==> src/hdl/assert_macros.svh <==
// ---------------------------------------------------------------------------
// Assertion macros
// Concurrent checks sampled on clk and disabled while rst_n is low.
// ---------------------------------------------------------------------------
`ifndef ASSERT_MACROS_SVH
`define ASSERT_MACROS_SVH

// hold prop on every clock edge
`define LST_ASSERT(label, prop, msg) \
  label: assert property (@(posedge clk) disable iff (!rst_n) (prop)) else $error(msg);

// require cons in the cycle after ante
`define LST_ASSERT_NEXT(label, ante, cons, msg) \
  label: assert property (@(posedge clk) disable iff (!rst_n) (ante) |=> (cons)) else $error(msg);

`endif

==> src/hdl/lst_pkg.sv <==
// ---------------------------------------------------------------------------
// lst_pkg
// Shared sizes, operation and status codes, sequencer states and memory
// request types of the sequential list engine.
// ---------------------------------------------------------------------------
`timescale 1ns / 1ps

package lst_pkg;

  localparam int DEPTH  = 256;
  localparam int WIDTH  = 32;
  localparam int ADDR_W = $clog2(DEPTH);
  localparam int CNT_W  = $clog2(DEPTH + 1);
  localparam int KIND_W = 3;
  localparam int POS_W  = 8;
  localparam int STAT_W = 2;

  typedef enum logic [KIND_W-1:0] {
    K_PUSH_BACK  = 3'd0,
    K_PUSH_FRONT = 3'd1,
    K_POP_BACK   = 3'd2,
    K_POP_FRONT  = 3'd3,
    K_INSERT     = 3'd4,
    K_ERASE      = 3'd5,
    K_FIND       = 3'd6,
    K_MODIFY     = 3'd7
  } kind_t;

  typedef enum logic [STAT_W-1:0] {
    S_OK     = 2'd0,
    S_FULL   = 2'd1,
    S_EMPTY  = 2'd2,
    S_BADPOS = 2'd3
  } status_t;

  typedef enum logic [1:0] {
    ST_IDLE,
    ST_SHIFT_UP,
    ST_SHIFT_DN,
    ST_FIND
  } state_t;

  typedef struct packed {
    logic              we;
    logic [ADDR_W-1:0] waddr;
    logic [WIDTH-1:0]  wdata;
  } wr_req_t;

  typedef struct packed {
    logic              re;
    logic [ADDR_W-1:0] raddr;
  } rd_req_t;

endpackage

==> src/hdl/lst_in_if.sv <==
// ---------------------------------------------------------------------------
// lst_in_if
// Request channel: operation kind, position and value with valid/ready.
// ---------------------------------------------------------------------------
`timescale 1ns / 1ps

interface lst_in_if;
  import lst_pkg::*;

  logic              valid;
  logic              ready;
  logic [KIND_W-1:0] kind;
  logic [POS_W-1:0]  position;
  logic [WIDTH-1:0]  value;

  modport source (output valid, output kind, output position, output value, input ready);
  modport sink   (input valid, input kind, input position, input value, output ready);
endinterface

==> src/hdl/lst_out_if.sv <==
// ---------------------------------------------------------------------------
// lst_out_if
// Result channel: status, find index and flag, and count with valid/ready.
// ---------------------------------------------------------------------------
`timescale 1ns / 1ps

interface lst_out_if;
  import lst_pkg::*;

  logic              valid;
  logic              ready;
  logic [STAT_W-1:0] status;
  logic [POS_W-1:0]  found_index;
  logic              found;
  logic [CNT_W-1:0]  count;

  modport source (output valid, output status, output found_index, output found,
                  output count, input ready);
  modport sink   (input valid, input status, input found_index, input found,
                  input count, output ready);
endinterface

==> src/hdl/lst_ctrl.sv <==
// ---------------------------------------------------------------------------
// lst_ctrl
// Operation decoder and memory walker: checks full, empty and position,
// steps shifts and searches one entry per cycle, holds the result word.
// ---------------------------------------------------------------------------
`timescale 1ns / 1ps
`include "assert_macros.svh"

module lst_ctrl (
  input  logic                   clk,
  input  logic                   rst_n,
  lst_in_if.sink                 in_ch,
  lst_out_if.source              out_ch,
  output lst_pkg::wr_req_t       wr,
  output lst_pkg::rd_req_t       rd,
  input  logic [lst_pkg::WIDTH-1:0] rdata
);
  import lst_pkg::*;

  state_t              state_r, state_nxt;
  logic [CNT_W-1:0]    count_r, count_nxt;
  logic [ADDR_W-1:0]   ra_r, ra_nxt;
  logic [ADDR_W-1:0]   lim_r, lim_nxt;
  logic [ADDR_W-1:0]   wa_r, wa_nxt;
  logic [ADDR_W-1:0]   pos_r, pos_nxt;
  logic [WIDTH-1:0]    val_r, val_nxt;
  logic                issue_r, issue_nxt;
  logic                rdv_r, rdv_nxt;

  logic                out_valid_r, out_valid_nxt;
  logic [STAT_W-1:0]   out_status_r, out_status_nxt;
  logic [POS_W-1:0]    out_fidx_r, out_fidx_nxt;
  logic                out_found_r, out_found_nxt;
  logic [CNT_W-1:0]    out_count_r, out_count_nxt;

  logic                in_fire;
  logic                is_full, is_empty, bad_pos, pos_last;
  logic [CNT_W-1:0]    pos_c;
  logic [ADDR_W-1:0]   last_a;
  logic                start_up, start_dn, load;
  logic [ADDR_W-1:0]   start_pos;
  status_t             res_status;
  logic                res_found;
  logic [ADDR_W-1:0]   res_fidx;

  assign in_ch.ready = (state_r == ST_IDLE) && (!out_valid_r || out_ch.ready);
  assign in_fire     = in_ch.valid && in_ch.ready;

  assign pos_c    = CNT_W'(in_ch.position);
  assign is_full  = (count_r == CNT_W'(DEPTH));
  assign is_empty = (count_r == '0);
  assign bad_pos  = (pos_c >= count_r);
  assign last_a   = ADDR_W'(count_r - CNT_W'(1));
  assign pos_last = (pos_c == count_r - CNT_W'(1));

  always_comb begin
    state_nxt     = state_r;
    count_nxt     = count_r;
    ra_nxt        = ra_r;
    lim_nxt       = lim_r;
    wa_nxt        = wa_r;
    pos_nxt       = pos_r;
    val_nxt       = val_r;
    issue_nxt     = issue_r;
    rdv_nxt       = 1'b0;
    wr            = '0;
    rd            = '0;
    start_up      = 1'b0;
    start_dn      = 1'b0;
    start_pos     = ADDR_W'(in_ch.position);
    load          = 1'b0;
    res_status    = S_OK;
    res_found     = 1'b0;
    res_fidx      = '0;

    unique case (state_r)
      ST_IDLE: begin
        if (in_fire) begin
          unique case (kind_t'(in_ch.kind))
            K_PUSH_BACK: begin
              load = 1'b1;
              if (is_full) begin
                res_status = S_FULL;
              end else begin
                wr.we     = 1'b1;
                wr.waddr  = ADDR_W'(count_r);
                wr.wdata  = in_ch.value;
                count_nxt = count_r + CNT_W'(1);
              end
            end
            K_PUSH_FRONT: begin
              start_pos = '0;
              if (is_full) begin
                load       = 1'b1;
                res_status = S_FULL;
              end else if (is_empty) begin
                load      = 1'b1;
                wr.we     = 1'b1;
                wr.waddr  = '0;
                wr.wdata  = in_ch.value;
                count_nxt = count_r + CNT_W'(1);
              end else begin
                start_up = 1'b1;
              end
            end
            K_POP_BACK: begin
              load = 1'b1;
              if (is_empty) begin
                res_status = S_EMPTY;
              end else begin
                count_nxt = count_r - CNT_W'(1);
              end
            end
            K_POP_FRONT: begin
              start_pos = '0;
              if (is_empty) begin
                load       = 1'b1;
                res_status = S_EMPTY;
              end else if (count_r == CNT_W'(1)) begin
                load      = 1'b1;
                count_nxt = count_r - CNT_W'(1);
              end else begin
                start_dn = 1'b1;
              end
            end
            K_INSERT: begin
              if (is_full) begin
                load       = 1'b1;
                res_status = S_FULL;
              end else if (bad_pos) begin
                load       = 1'b1;
                res_status = S_BADPOS;
              end else begin
                start_up = 1'b1;
              end
            end
            K_ERASE: begin
              if (is_empty) begin
                load       = 1'b1;
                res_status = S_EMPTY;
              end else if (bad_pos) begin
                load       = 1'b1;
                res_status = S_BADPOS;
              end else if (pos_last) begin
                load      = 1'b1;
                count_nxt = count_r - CNT_W'(1);
              end else begin
                start_dn = 1'b1;
              end
            end
            K_FIND: begin
              if (is_empty) begin
                load = 1'b1;
              end else begin
                state_nxt = ST_FIND;
                ra_nxt    = '0;
                lim_nxt   = last_a;
                val_nxt   = in_ch.value;
                issue_nxt = 1'b1;
              end
            end
            K_MODIFY: begin
              load = 1'b1;
              if (bad_pos) begin
                res_status = S_BADPOS;
              end else begin
                wr.we    = 1'b1;
                wr.waddr = ADDR_W'(in_ch.position);
                wr.wdata = in_ch.value;
              end
            end
          endcase

          if (start_up) begin
            state_nxt = ST_SHIFT_UP;
            ra_nxt    = last_a;
            lim_nxt   = start_pos;
            pos_nxt   = start_pos;
            val_nxt   = in_ch.value;
            issue_nxt = 1'b1;
          end
          if (start_dn) begin
            state_nxt = ST_SHIFT_DN;
            ra_nxt    = start_pos + ADDR_W'(1);
            lim_nxt   = last_a;
            issue_nxt = 1'b1;
          end
        end
      end

      ST_SHIFT_UP: begin
        rd.re    = issue_r;
        rd.raddr = ra_r;
        if (issue_r) begin
          rdv_nxt = 1'b1;
          wa_nxt  = ra_r + ADDR_W'(1);
          if (ra_r == lim_r) begin
            issue_nxt = 1'b0;
          end else begin
            ra_nxt = ra_r - ADDR_W'(1);
          end
        end
        if (rdv_r) begin
          wr.we    = 1'b1;
          wr.waddr = wa_r;
          wr.wdata = rdata;
        end else if (!issue_r) begin
          wr.we     = 1'b1;
          wr.waddr  = pos_r;
          wr.wdata  = val_r;
          count_nxt = count_r + CNT_W'(1);
          load      = 1'b1;
          state_nxt = ST_IDLE;
        end
      end

      ST_SHIFT_DN: begin
        rd.re    = issue_r;
        rd.raddr = ra_r;
        if (issue_r) begin
          rdv_nxt = 1'b1;
          wa_nxt  = ra_r - ADDR_W'(1);
          if (ra_r == lim_r) begin
            issue_nxt = 1'b0;
          end else begin
            ra_nxt = ra_r + ADDR_W'(1);
          end
        end
        if (rdv_r) begin
          wr.we    = 1'b1;
          wr.waddr = wa_r;
          wr.wdata = rdata;
        end else if (!issue_r) begin
          count_nxt = count_r - CNT_W'(1);
          load      = 1'b1;
          state_nxt = ST_IDLE;
        end
      end

      ST_FIND: begin
        rd.re    = issue_r;
        rd.raddr = ra_r;
        if (issue_r) begin
          rdv_nxt = 1'b1;
          wa_nxt  = ra_r;
          if (ra_r == lim_r) begin
            issue_nxt = 1'b0;
          end else begin
            ra_nxt = ra_r + ADDR_W'(1);
          end
        end
        priority if (rdv_r && (rdata == val_r)) begin
          load      = 1'b1;
          res_found = 1'b1;
          res_fidx  = wa_r;
          issue_nxt = 1'b0;
          rdv_nxt   = 1'b0;
          state_nxt = ST_IDLE;
        end else if (!issue_r && !rdv_r) begin
          load      = 1'b1;
          state_nxt = ST_IDLE;
        end else begin
          load = 1'b0;
        end
      end
    endcase

    out_valid_nxt  = out_valid_r && !out_ch.ready;
    out_status_nxt = out_status_r;
    out_fidx_nxt   = out_fidx_r;
    out_found_nxt  = out_found_r;
    out_count_nxt  = out_count_r;
    if (load) begin
      out_valid_nxt  = 1'b1;
      out_status_nxt = res_status;
      out_fidx_nxt   = POS_W'(res_fidx);
      out_found_nxt  = res_found;
      out_count_nxt  = count_nxt;
    end
  end

  always_ff @(posedge clk) begin
    if (!rst_n) begin
      state_r     <= ST_IDLE;
      count_r     <= '0;
      issue_r     <= 1'b0;
      rdv_r       <= 1'b0;
      out_valid_r <= 1'b0;
    end else begin
      state_r     <= state_nxt;
      count_r     <= count_nxt;
      issue_r     <= issue_nxt;
      rdv_r       <= rdv_nxt;
      out_valid_r <= out_valid_nxt;
    end
  end

  always_ff @(posedge clk) begin
    ra_r         <= ra_nxt;
    lim_r        <= lim_nxt;
    wa_r         <= wa_nxt;
    pos_r        <= pos_nxt;
    val_r        <= val_nxt;
    out_status_r <= out_status_nxt;
    out_fidx_r   <= out_fidx_nxt;
    out_found_r  <= out_found_nxt;
    out_count_r  <= out_count_nxt;
  end

  assign out_ch.valid       = out_valid_r;
  assign out_ch.status      = out_status_r;
  assign out_ch.found_index = out_fidx_r;
  assign out_ch.found       = out_found_r;
  assign out_ch.count       = out_count_r;

  `LST_ASSERT(a_count_cap, count_r <= CNT_W'(DEPTH), "element count beyond capacity")
  `LST_ASSERT(a_rw_apart, (wr.we && rd.re) |-> (wr.waddr != rd.raddr), "read and write on one entry")
  `LST_ASSERT(a_rdv_busy, rdv_r |-> (state_r != ST_IDLE), "read data pending while idle")
  `LST_ASSERT_NEXT(a_done_word, (state_r != ST_IDLE) && (state_nxt == ST_IDLE), out_valid_r, "walk ended without result word")

endmodule

==> src/flat_wrapper.sv <==
// flat-port wrapper written by rule: the top's interface ports become plain ports
module lst_ctrl_flat import lst_pkg::*;
  (clk, rst_n, wr, rd, rdata, in_ch_valid, in_ch_kind, in_ch_position, in_ch_value, in_ch_ready, out_ch_valid, out_ch_status, out_ch_found_index, out_ch_found, out_ch_count, out_ch_ready);
  lst_in_if in_ch_i ();
  lst_out_if out_ch_i ();
  input  logic clk;
  input  logic rst_n;
  output lst_pkg::wr_req_t wr;
  output lst_pkg::rd_req_t rd;
  input  logic [lst_pkg::WIDTH-1:0] rdata;
  input wire logic [$bits(in_ch_i.valid)-1:0] in_ch_valid;
  input wire logic [$bits(in_ch_i.kind)-1:0] in_ch_kind;
  input wire logic [$bits(in_ch_i.position)-1:0] in_ch_position;
  input wire logic [$bits(in_ch_i.value)-1:0] in_ch_value;
  output wire logic [$bits(in_ch_i.ready)-1:0] in_ch_ready;
  output wire logic [$bits(out_ch_i.valid)-1:0] out_ch_valid;
  output wire logic [$bits(out_ch_i.status)-1:0] out_ch_status;
  output wire logic [$bits(out_ch_i.found_index)-1:0] out_ch_found_index;
  output wire logic [$bits(out_ch_i.found)-1:0] out_ch_found;
  output wire logic [$bits(out_ch_i.count)-1:0] out_ch_count;
  input wire logic [$bits(out_ch_i.ready)-1:0] out_ch_ready;
  assign in_ch_i.valid = in_ch_valid;
  assign in_ch_i.kind = in_ch_kind;
  assign in_ch_i.position = in_ch_position;
  assign in_ch_i.value = in_ch_value;
  assign in_ch_ready = in_ch_i.ready;
  assign out_ch_valid = out_ch_i.valid;
  assign out_ch_status = out_ch_i.status;
  assign out_ch_found_index = out_ch_i.found_index;
  assign out_ch_found = out_ch_i.found;
  assign out_ch_count = out_ch_i.count;
  assign out_ch_i.ready = out_ch_ready;
  lst_ctrl u_core (.clk(clk), .rst_n(rst_n), .in_ch(in_ch_i), .out_ch(out_ch_i), .wr(wr), .rd(rd), .rdata(rdata));
endmodule
==> config.mk <==
export PLATFORM = sky130hd
export DESIGN_NAME = lst_ctrl_flat
export DESIGN_NICKNAME = d
export VERILOG_FILES = /design/src/hdl/lst_pkg.sv /design/src/hdl/lst_in_if.sv /design/src/hdl/lst_out_if.sv /design/src/hdl/lst_ctrl.sv /design/src/flat_wrapper.sv
export VERILOG_INCLUDE_DIRS = /design/src /design/src/hdl
export SDC_FILE = /design/constraint.sdc
export NUM_CORES = 1
export LEC_CHECK = 0
export ABC_AREA = 1
export BUFFER_PORTS_ARGS = -buffer_cell sky130_fd_sc_hd__buf_2
export CAP_MARGIN = 5
export CORE_MARGIN = 2
export CORE_UTILIZATION = 60
export CTS_BUF_LIST = sky130_fd_sc_hd__clkbuf_4 sky130_fd_sc_hd__clkbuf_8
export CTS_CLUSTER_DIAMETER = 60
export DETAILED_ROUTE_END_ITERATION = 8
export GPL_ROUTABILITY_DRIVEN = 0
export PLACE_DENSITY = 0.88
export SLEW_MARGIN = 25
export SYNTH_ARGS = -nofsm -noshare
export SYNTH_HDL_FRONTEND = slang
export SYNTH_SLANG_ARGS = --single-unit
export TNS_END_PERCENT = 100
==> constraint.sdc <==
create_clock -name clk -period 5.3 [get_ports clk]
set_clock_uncertainty 0.05 [all_clocks]
set_input_delay 1.06 -clock clk [delete_from_list [all_inputs] [get_ports clk]]
set_output_delay 1.06 -clock clk [all_outputs]
set_load 0.05 [all_outputs]
* Word-level counts from Yosys, hierarchy flattened *
Index checks and enable logic that the tools add are counted.

word-level totals
  output and inout bits = 72
  register bits = 98
  bits of input ports = 79
  logic and storage cells = 193

cells by class
  equality and inequality tests = 29
  add/sub/neg operators = 5
  reductions and logical operators = 32
  muxes and demuxes = 112
  $lt $le $gt $ge = 1

operator list
  kind                 count
  $mux 41              8
  $pmux 41 s3          2
  $mux 8               19
  $mux 9               15
  $mux 32              3
  $pmux 8 s3           2
  $pmux 9 s5           1
  $mux 1               40
  $eq 32x32->1         1
  $pmux 9 s3           1
  $mux 2               13
  $add 8x1->8 const B  2
  $eq 3x3->1 const B   4
  $reduce_and 4->1     3
  $ne 2x1->1 const B   5
  $ne 2x2->1 const B   5
  $pmux 2 s5           1
  $reduce_or 2->1      5
  $add 9x1->9 const B  1
  $eq 8x9->1           1
  $eq 9x1->1 const B   1
  $eq 9x9->1 const B   1
  $ge 8x9->1           1
  $logic_not 9->1      1
  26 further kinds     43

* Longest topological paths before layout *
Gate-level depths: netlist of run 1.

  depth after elaboration = 11
  mapped depth = 19
  gate-level depth less buffers = 19

* Worst setup path after synthesis of run 1 *
No wires, ideal clock.

  path type = in2out
  start point = in out_ch_ready
  end point = out wr[32] (netlist bit)
  cell stages on the path = 7
  data required time = 4190 ps
  data arrival time = 3551 ps
  path buffers = 1
  setup slack = 639 ps
  cells stage by stage = inv_1 a21oi_1 nand2_1 inv_2 buf_1 nand2_1 a31oi_1

RTL lines
  element             RTL line            source
  start: declaration  flat_wrapper.sv:21  input wire logic [$bits(out_ch_i.ready)-1:0] out_ch_ready;
  end: declaration    flat_wrapper.sv:8   output lst_pkg::wr_req_t wr;

==> qor.yml, run 1 <==
hold_viol: 0
placedCellCount: 1464
synth_edf_count: 84
synth_fp_nets: 1276
leakage_uw: 0.00415
path_class: "register to output port"
syn_area_per_cell_um2: 7.01
outcome: "complete, no violations"
switching_share: 0.554
via_count: 8994
diodes: 0
slew_headroom: 0.394
first_iter_violations: 1141
max_stage_delay_ns: 0.72
cts_resized: 0
setup_tns_ns: 0
clk_path_buf_depth: 2
seq_power_share: 0.277
worstPathArrival_ns: 3.58
dpl.hpwl_um: 19500
internal_power_uw: 2230
place_ws_ns: 0.851
setup_viol: 0
initial_core_util: 0.618
drcViolationCount: 0
post_cts_buffers: 0
rows: 42
p_sw_uw: 2770
clock.fmax_mhz: 213
required_ns: 4.19
die_x_um: 121
cts_num_sinks: 98
yosysSeqAreaShare: 0.340
clock_latency_ns: 0.39
synth_cell_types: 52
cts_tree: "yes"
fin_nets: 1399
report.final.slew_viol_count: 0
peakVddDrop_mv: 0.472
multi_input_area_mm2: 0.00467
io_pins: 151
layout_min_cycle_time_ns: 4.69
rsz0062_at_grt: "no"
cp_slowest_cell: "dfxtp_1"
avgViaCountPerCell: 6.08
combPwrFrac: 0.610
synthArstFlopShare: 0
final_layout_size_suffix_gt1_frac: 0.196
fin_ws_ns: 0.607
antenna_found_initial: 0
place_area_mm2: 0.00905
hold_class: "register to register"
cp-end-kind: "output port"
area_growth_syn_to_layout_pct: 12.7
core_mm2: 0.0133
dr.pass1.iters: 6
ctsHoldBuffers: 0
stdcell_count: 1480
hp-start: "u_core.out_ch.valid"
maxCapViolCount: 0
cts_root_buf: "clkbuf_8"
fin_area_mm2: 0.00930
htree_levels: 3
finalCritPeriodShare: 0.885
routedWlPerCell_um: 17.4
crit_path_frequent_cell: "nand2_1"
rr_startpoint: "u_core.count_r[4]"
yosys_register_bits: 98
synthCells: 1176
crit_start: "u_core.count_r[4]"
synth_ff_type: "edfxtp_1"
nFillCells: 1151
power_per_cell_area_mw_per_mm2: 537
die_h_um: 121
grt_pass1_wl_um: 39800
cp-start-kind: "register"
grt.total_usage: 0.345
yosysWarnings: 0
first_global_vias: 8019
port_buffers: 150
die_area_mm2: 0.0147
worstMarginPinSlew_ns: 0.910
syn_area_mm2: 0.00825
path_max_fanout: 33
cp_cell_sequence: "inv_2, ha_1, nand2_1, inv_1, nand2_1, nand2_1, nand2_1, nand3_2, nor2_4, nand2_2, a31oi_4, buf_4, nand2_1, a31oi_1, buf_2"
wirelength_um: 25700
layout.area.seq_mm2: 0.00280
drtAntennaViolNets: 0
overflow: 0
clkTransAtPathRegs_ns: 0.10
clkPwrFrac: 0.113
numCtsBuffers: 9
grt_max_degree: 59
==> through the flow <==
step                hold WS [ns]  utilization  total power [uW]
floorplan                  0.475            -              3620
global placement           0.500        0.678              4290
detailed placement         0.526        0.678              4360
CTS                        0.540        0.696              4920
global route               0.568        0.697              5260
finish                     0.544        0.697              5000
==> flip-flops by register name, summed over array words and instances (netlist names), 2 cells and up <==
register / flops
u_core.count_r: 9
u_core.ra_r: 8
u_core.out_ch.found_index: 8
u_core.val_r: 32
u_core.lim_r: 8
u_core.wa_r: 8
u_core.out_ch.count: 9
u_core.state_r: 2
u_core.pos_r: 8
u_core.out_ch.status: 2
==> worst max-delay path, delay by kind of cell (launching register included) <==
kind / cells / cell delay (ns)
buf+inv: 4 / 0.96
compound gates: 2 / 0.31
fa+ha+maj: 1 / 0.35
flops: 1 / 0.72
simple gates: 8 / 0.85
==> layout by cell type, fill, tap and decap left out, drive strengths merged, types with 36 or more instances in the layout <==
| cell | n |
|---|---|
| buf | 159 |
| nor2 | 134 |
| nand4 | 36 |
| nand2 | 312 |
| edfxtp | 84 |
| inv | 140 |
| a21oi | 51 |
| o21ai | 56 |
| a31oi | 40 |
| nand3 | 111 |
==> area by class of cell <==
type | instances | area share
multi-input combinational | 886 | 0.503
sequential | 98 | 0.301
timing repair buffer | 159 | 0.0880
inverter | 145 | 0.0592
tap | 176 | 0.0237
clock buffer | 9 | 0.0133
clock inverter | 7 | 0.0118
==> layer usage <==
layer	vias to the layer above	GRT usage	wire length, um
li1	4225	-	-
met1	4016	0.455	9870
met2	643	0.553	11500
met3	110	0.0705	3270
met4	0	0.149	1050
met5	-	0	0
==> synthesized netlist by cell type (all sizes together), types with 10 or more instances <==
cell type,count,share of area
nand4,36,0.028
inv,137,0.063
edfxtp,84,0.31
nand2,312,0.15
clkbuf,30,0.014
buf,17,0.015
a31oi,40,0.032
o21ai,56,0.035
ha,21,0.032
xnor2,12,0.013
nand3,111,0.073
nor3,22,0.014
a21oi,51,0.031
xor2,18,0.019
dfxtp,14,0.034
o22ai,10,0.0076
nor2,134,0.075
or2,17,0.013
==> path summary, 6_finish.rpt <==
check	end	slack, ns	cells past startpoint
min reg2reg	u_core.out_ch.valid	0.54	4
min	u_core.out_ch.valid	0.54	4
max reg2reg	u_core.ra_r[2]	1.32	15
max	wr[8]	0.61	15
==> logic make-up (layout without fill, tap and decap cells) <==
logic type / after synthesis / count (layout) / synth area share
AOI/OAI and AO/OA: 189 / 189 / 0.138
and+or+nand+nor: 646 / 646 / 0.363
xor gates and xnor gates: 30 / 30 / 0.0319
DFF: 98 / 98 / 0.340
buffers and inverters: 192 / 320 / 0.0959
adders and majority gates: 21 / 21 / 0.0319
==> power by group through the flow <==
stage | clock network (uW) | registers, uW | logic (uW)
2_1_floorplan | 0 | 1610 | 2010
3_3_place_gp | 0 | 1380 | 2910
3_5_place_dp | 0 | 1390 | 2970
4_1_cts | 565 | 1370 | 2990
5_1_grt | 588 | 1410 | 3270
6_report | 564 | 1380 | 3050
Power figures use the tool's default switching activity.
==> run 2, diff against run 1 <==
--- a/config.mk
+++ b/config.mk
@@ -7,15 +7,17 @@
 export NUM_CORES = 1
 export LEC_CHECK = 0
 export ABC_AREA = 1
-export BUFFER_PORTS_ARGS = -buffer_cell sky130_fd_sc_hd__buf_2
+export BUFFER_PORTS_ARGS = -buffer_cell sky130_fd_sc_hd__buf_4
 export CAP_MARGIN = 5
+export CELL_PAD_IN_SITES_DETAIL_PLACEMENT = 0
+export CELL_PAD_IN_SITES_GLOBAL_PLACEMENT = 1
 export CORE_MARGIN = 2
-export CORE_UTILIZATION = 60
+export CORE_UTILIZATION = 45
 export CTS_BUF_LIST = sky130_fd_sc_hd__clkbuf_4 sky130_fd_sc_hd__clkbuf_8
 export CTS_CLUSTER_DIAMETER = 60
 export DETAILED_ROUTE_END_ITERATION = 8
 export GPL_ROUTABILITY_DRIVEN = 0
-export PLACE_DENSITY = 0.88
+export PLACE_DENSITY = 0.92
 export SLEW_MARGIN = 25
 export SYNTH_ARGS = -nofsm -noshare
 export SYNTH_HDL_FRONTEND = slang
==> qor.yml, run 2 (synthesized netlist as in run 1, its figures left out) <==
die_h_um: 139  # +15%
seq_power_share: 0.271  # -0.006
hold_viol: 0  # unchanged
place_area_mm2: 0.00952  # +5.1%
grt_max_degree: 59  # unchanged
clkTransAtPathRegs_ns: 0.12  # +0.02 ns
die_area_mm2: 0.0194  # +32%
area_growth_syn_to_layout_pct: 18.0
ctsHoldBuffers: 0  # unchanged
total_power_uw: 5110  # +2.3%
ff2ff_path_depth: 13  # -2
dr.pass1.iters: 5  # -1
port_buffers: 150  # unchanged
die_x_um: 139  # +15%
worstMarginPinSlew_ns: 0.988  # +0.0782 ns
r2r_setup_slack_ns: 1.29  # -0.03 ns
leakage_uw: 0.00424  # +2.1%
grt_pass1_wl_um: 43900  # +10%
final_common_cell: "nand2_1"
dpl.hpwl_um: 21200  # +8.5%
worstPathArrival_ns: 3.59  # about the same
overflow: 0  # unchanged
core_mm2: 0.0180  # +35%
io_pins: 151  # unchanged
maxCapViolCount: 0  # unchanged
power_per_cell_area_mw_per_mm2: 525  # -2.2%
clkPwrFrac: 0.101  # -0.012
first_global_vias: 8228  # +2.6%
setup_tns_ns: 0  # unchanged
antenna_found_initial: 0  # unchanged
report.final.slew_viol_count: 0  # unchanged
hold_class: "register to register"
cts_root_buf: "clkbuf_8"
switching_share: 0.555  # +0.00138
internal_power_uw: 2270  # +2.0%
cts_num_sinks: 98  # unchanged
initial_core_util: 0.459  # -0.159
post_cts_buffers: 0  # unchanged
slew_headroom: 0.340  # -0.0536
final_cell_mix: "nand2_1 (294), buf_4 (162), inv_1 (125)"
hold_ws_ns: 0.545  # +0.000638 ns
setup_viol: 0  # unchanged
cts_tree: "yes"
rows: 49  # +17%
fin_nets: 1402  # +0.21%
first_iter_violations: 854  # -25%
final_layout_size_suffix_gt1_frac: 0.197  # +0.00185
cp-start-kind: "register"
cts_resized: 0  # unchanged
crit-reg2reg-capture: "u_core.ra_r[1]"
drcViolationCount: 0  # unchanged
hp-start: "u_core.out_ch.valid"
path_max_fanout: 33  # unchanged
avgViaCountPerCell: 5.74  # -5.5%
numCtsBuffers: 9  # unchanged
utilization: 0.542  # -0.155
peakVddDrop_mv: 0.294  # -38%
rsz0062_at_grt: "no"
drtAntennaViolNets: 0  # unchanged
path_class: "register to output port"
wirelength_um: 28100  # +9.3%
grt.total_usage: 0.282  # -0.0630
htree_levels: 3  # unchanged
clock.fmax_mhz: 213  # -0.25%
worstHoldEndpoint: "u_core.out_ch.valid"
diodes: 0  # unchanged
clock_latency_ns: 0.41  # +0.02 ns
min_path_cells: 4  # unchanged
combPwrFrac: 0.628  # +0.018
outcome: "complete, no violations"
required_ns: 4.19  # about the same
p_sw_uw: 2840  # +2.6%
finalCritPeriodShare: 0.888  # +0.00219
cp-end-kind: "output port"
layout_min_cycle_time_ns: 4.70  # +0.0116 ns
via_count: 8819  # -1.9%
regMostFlops: "u_core.val_r"
clk_path_buf_depth: 2  # unchanged
fin_area_mm2: 0.00973  # +4.7%
routedWlPerCell_um: 18.3  # +5.3%
rr_startpoint: "u_core.count_r[7]"
largest_register_ffs: 32  # unchanged
run 2: changes by cell type in the layout (fill, tap and decap cells not counted), sizes merged:
cell / before / now
buf: 159 / 162
bufinv: 2 / 0
clkinv: 10 / 11
inv: 140 / 141
run 2: worst max path at each step:
stage / from / end / slack, ns / cells after the start
2_1_floorplan: out_ch_ready / wr[32] / 0.64 / 7
3_3_place_gp: in_ch_position[4] / wr[28] / 0.96 / 15
3_5_place_dp: in_ch_position[4] / wr[27] / 0.87 / 15
4_1_cts: u_core.count_r[7] / wr[27] / 0.65 / 13
5_1_grt: u_core.count_r[7] / wr[23] / 0.41 / 13
6_report: u_core.count_r[7] / wr[28] / 0.60 / 13
run 2: layout make-up:
class | instances | area (um^2)
fill | 1741 | 8230
multi-input combinational | 886 | 4670
sequential | 98 | 2800
timing repair buffer | 162 | 1220
inverter | 145 | 551
tap | 229 | 287
clock buffer | 9 | 124
clock inverter | 7 | 81.3
run 2: critical path, stage by stage (launching register included):
cell	delay, ns
dfxtp_1	0.59
clkinv_1	0.41
ha_1	0.41
nand2_2	0.09
nor2_2	0.05
nand4_1	0.10
nand3_2	0.10
nor2_4	0.22
nand2_2	0.20
a31oi_4	0.16
buf_4	0.35
nand2_1	0.09
a31oi_1	0.17
buf_4	0.23
run 2: through the flow:
step / instances / worst slack, ns
final: 1536 / 0.595
after global routing: 1536 / 0.414
after CTS: 1536 / 0.650
after detailed placement: 1520 / 0.874
after global placement: 1520 / 0.963
after floorplan: 1176 / 0.639
run 2: power groups by stage:
stage / registers, uW / clock network [uW] / logic [uW]
after floorplan: 1610 / 0 / 2010
after global placement: 1390 / 0 / 3140
after detailed placement: 1400 / 0 / 3160
after CTS: 1380 / 524 / 3170
after global routing: 1410 / 552 / 3450
final: 1390 / 514 / 3210
run 2: per-layer routing:
layer / GRT usage / vias to the layer above / wire (um)
li1: - / 4237 / -
met1: 0.390 / 4042 / 11800
met2: 0.445 / 471 / 12700
met3: 0.0468 / 69 / 2710
met4: 0.111 / 0 / 925
met5: 0 / - / 0
==> run 3, diff against run 2 <==
--- a/config.mk
+++ b/config.mk
@@ -12,12 +12,12 @@
 export CELL_PAD_IN_SITES_DETAIL_PLACEMENT = 0
 export CELL_PAD_IN_SITES_GLOBAL_PLACEMENT = 1
 export CORE_MARGIN = 2
-export CORE_UTILIZATION = 45
-export CTS_BUF_LIST = sky130_fd_sc_hd__clkbuf_4 sky130_fd_sc_hd__clkbuf_8
+export CORE_UTILIZATION = 38
+export CTS_BUF_LIST = sky130_fd_sc_hd__clkbuf_8
 export CTS_CLUSTER_DIAMETER = 60
 export DETAILED_ROUTE_END_ITERATION = 8
 export GPL_ROUTABILITY_DRIVEN = 0
-export PLACE_DENSITY = 0.92
+export PLACE_DENSITY_LB_ADDON = 0.08
 export SLEW_MARGIN = 25
 export SYNTH_ARGS = -nofsm -noshare
 export SYNTH_HDL_FRONTEND = slang
==> constraint.sdc (replaced) <==
create_clock -name clk -period 3.8 [get_ports clk]
set_clock_uncertainty 0.05 [all_clocks]
set_input_delay 0.76 -clock clk [delete_from_list [all_inputs] [get_ports clk]]
set_output_delay 0.76 -clock clk [all_outputs]
set_load 0.05 [all_outputs]
==> qor.yml, run 3 (synthesized netlist as in run 1, its figures left out) <==
overflow: 0  # unchanged
setup_tns_ns: 0  # unchanged
final_layout_size_suffix_gt1_frac: 0.228  # +0.0302
power_per_cell_area_mw_per_mm2: 725  # +38%
peakVddDrop_mv: 0.341  # +16%
nFillCells: 2260  # +30%
cts_tree: "yes"
drcViolationCount: 0  # unchanged
cp-end-kind: "output port"
slew_headroom: 0.378  # +0.0383
crit-reg2reg-capture: "u_core.ra_r[2]"
crit_start: "u_core.count_r[2]"
area_growth_syn_to_layout_pct: 23.3
place_ws_ns: 0.244  # -0.630 ns
avgViaCountPerCell: 5.37  # -6.4%
layout_min_cycle_time_ns: 3.69
io_pins: 151  # unchanged
dr.pass1.iters: 5  # unchanged
die_area_mm2: 0.0229  # +18%
initial_core_util: 0.390  # -0.0693
path_class: "register to output port"
finalCritPeriodShare: 0.970
largest_register_ffs: 32  # unchanged
report.final.slew_viol_count: 0  # unchanged
worstMarginPinSlew_ns: 0.933  # -0.0551 ns
r2r_setup_slack_ns: 0.64  # -0.65 ns
max_stage_delay_ns: 0.46  # -0.13 ns
via_count: 8678  # -1.6%
grt_pass1_wl_um: 46000  # +4.8%
worstPathArrival_ns: 2.88  # -0.71 ns
antenna_found_initial: 0  # unchanged
clock.fmax_mhz: 271
cts_root_buf: "clkbuf_8"
drtAntennaViolNets: 0  # unchanged
cp_num_buf_inv: 4  # +1
core_mm2: 0.0212  # +18%
leakage_uw: 0.00443  # +4.5%
cp_slowest_cell: "dfxtp_1"
cp-start-kind: "register"
fin_ws_ns: 0.113  # -0.482 ns
wirelength_um: 30900  # +10%
rows: 53  # +8.2%
clkTransAtPathRegs_ns: 0.12  # about the same
ff2ff_path_depth: 14  # +1
final_common_cell: "nand2_1"
die_x_um: 151  # +8.6%
port_buffers: 150  # unchanged
routedWlPerCell_um: 19.1  # +4.7%
maxCapViolCount: 0  # unchanged
hp-start: "in_ch_value[3]"
min_path_cells: 1  # -3
hold_viol: 0  # unchanged
hold_class: "input pin to register"
dpl.hpwl_um: 24000  # +13%
die_h_um: 151  # +8.6%
first_global_vias: 8056  # -2.1%
fin_nets: 1435  # +2.4%
regMostFlops: "u_core.val_r"
setup_viol: 0  # unchanged
rsz0062_at_grt: "no"
rr_startpoint: "u_core.count_r[0]"
cts_num_sinks: 98  # unchanged
outcome: "complete, no violations"
required_ns: 2.99  # -1.20 ns
crit_family: "simple AND/OR/NAND/NOR gates"
numCtsBuffers: 9  # unchanged
htree_levels: 3  # unchanged
clock_latency_ns: 0.40  # about the same
crit_path_frequent_cell: "nand2_1"
final_cell_mix: "nand2_1 (293), buf_4 (190), inv_1 (125)"
clk_path_buf_depth: 2  # unchanged
grt.total_usage: 0.266  # -0.0169
grt_max_degree: 43  # -27%
worstHoldEndpoint: "u_core.val_r[3]"
diodes: 0  # unchanged
path_max_fanout: 8  # -76%
cp_cell_sequence: "inv_4, ha_1, nand2_1, nand2_1, nand2_1, nand2_1, nand2_2, nand3_2, nor2_4, nand2_4, a31oi_4, buf_12, clkbuf_16, nand2_1, a31oi_1, buf_4"
first_iter_violations: 759  # -11%
run 3: layout make-up:
class                   count  area, um^2  area share
clock inverters             7        81.3     0.00800
well taps                 275         344      0.0338
inverters                 145         559      0.0550
repair buffers            195        1520       0.150
flip-flops and latches     98        2810       0.276
multi-input cells         886        4730       0.465
clock buffers               9         124      0.0122
run 3: worst max-delay path by stage:
stage	endpoint	depth (start not counted)
2_1_floorplan	wr[23]	13
3_3_place_gp	wr[36]	14
3_5_place_dp	wr[30]	15
4_1_cts	wr[10]	15
5_1_grt	wr[14]	16
6_report	wr[14]	16
run 3: report_power, final:
| part | switching, uW | total [uW] | internal [uW] |
|---|---|---|---|
| combinational | 3380 | 4770 | 1390 |
| sequential | 240 | 1890 | 1650 |
| clock | 451 | 713 | 262 |
| total | 4070 | 7370 | 3300 |
run 3: per-layer routing:
metal	global-route usage	vias to the layer above	wire [um]
li1	-	4302	-
met3	0.0395	52	2200
met1	0.359	4000	13500
met5	0	-	0
met4	0.0893	0	816
met2	0.435	324	14400
run 3: repair_timing:
| item | CTS | global route |
|---|---|---|
| cloned | 0 | 2 |
| buffers inserted | 0 | 5 |
| pin swaps | 0 | 3 |
| endpoints found under the setup margin | 4 | 33 |
| gates resized for setup | 1 | 12 |
| hold buffers | 0 | 0 |
run 3: through the flow:
| step | instance area, um^2 | utilization | hold WS, ns | std cells | total power [uW] |
|---|---|---|---|---|---|
| floorplan | 8280 | - | 0.475 | 1176 | 5060 |
| global placement | 9830 | 0.465 | 0.512 | 1592 | 6570 |
| detailed placement | 9830 | 0.465 | 0.510 | 1592 | 6590 |
| CTS | 10000 | 0.475 | 0.474 | 1608 | 7310 |
| global route | 10200 | 0.481 | 0.470 | 1615 | 7830 |
| finish | 10200 | 0.481 | 0.493 | 1615 | 7370 |
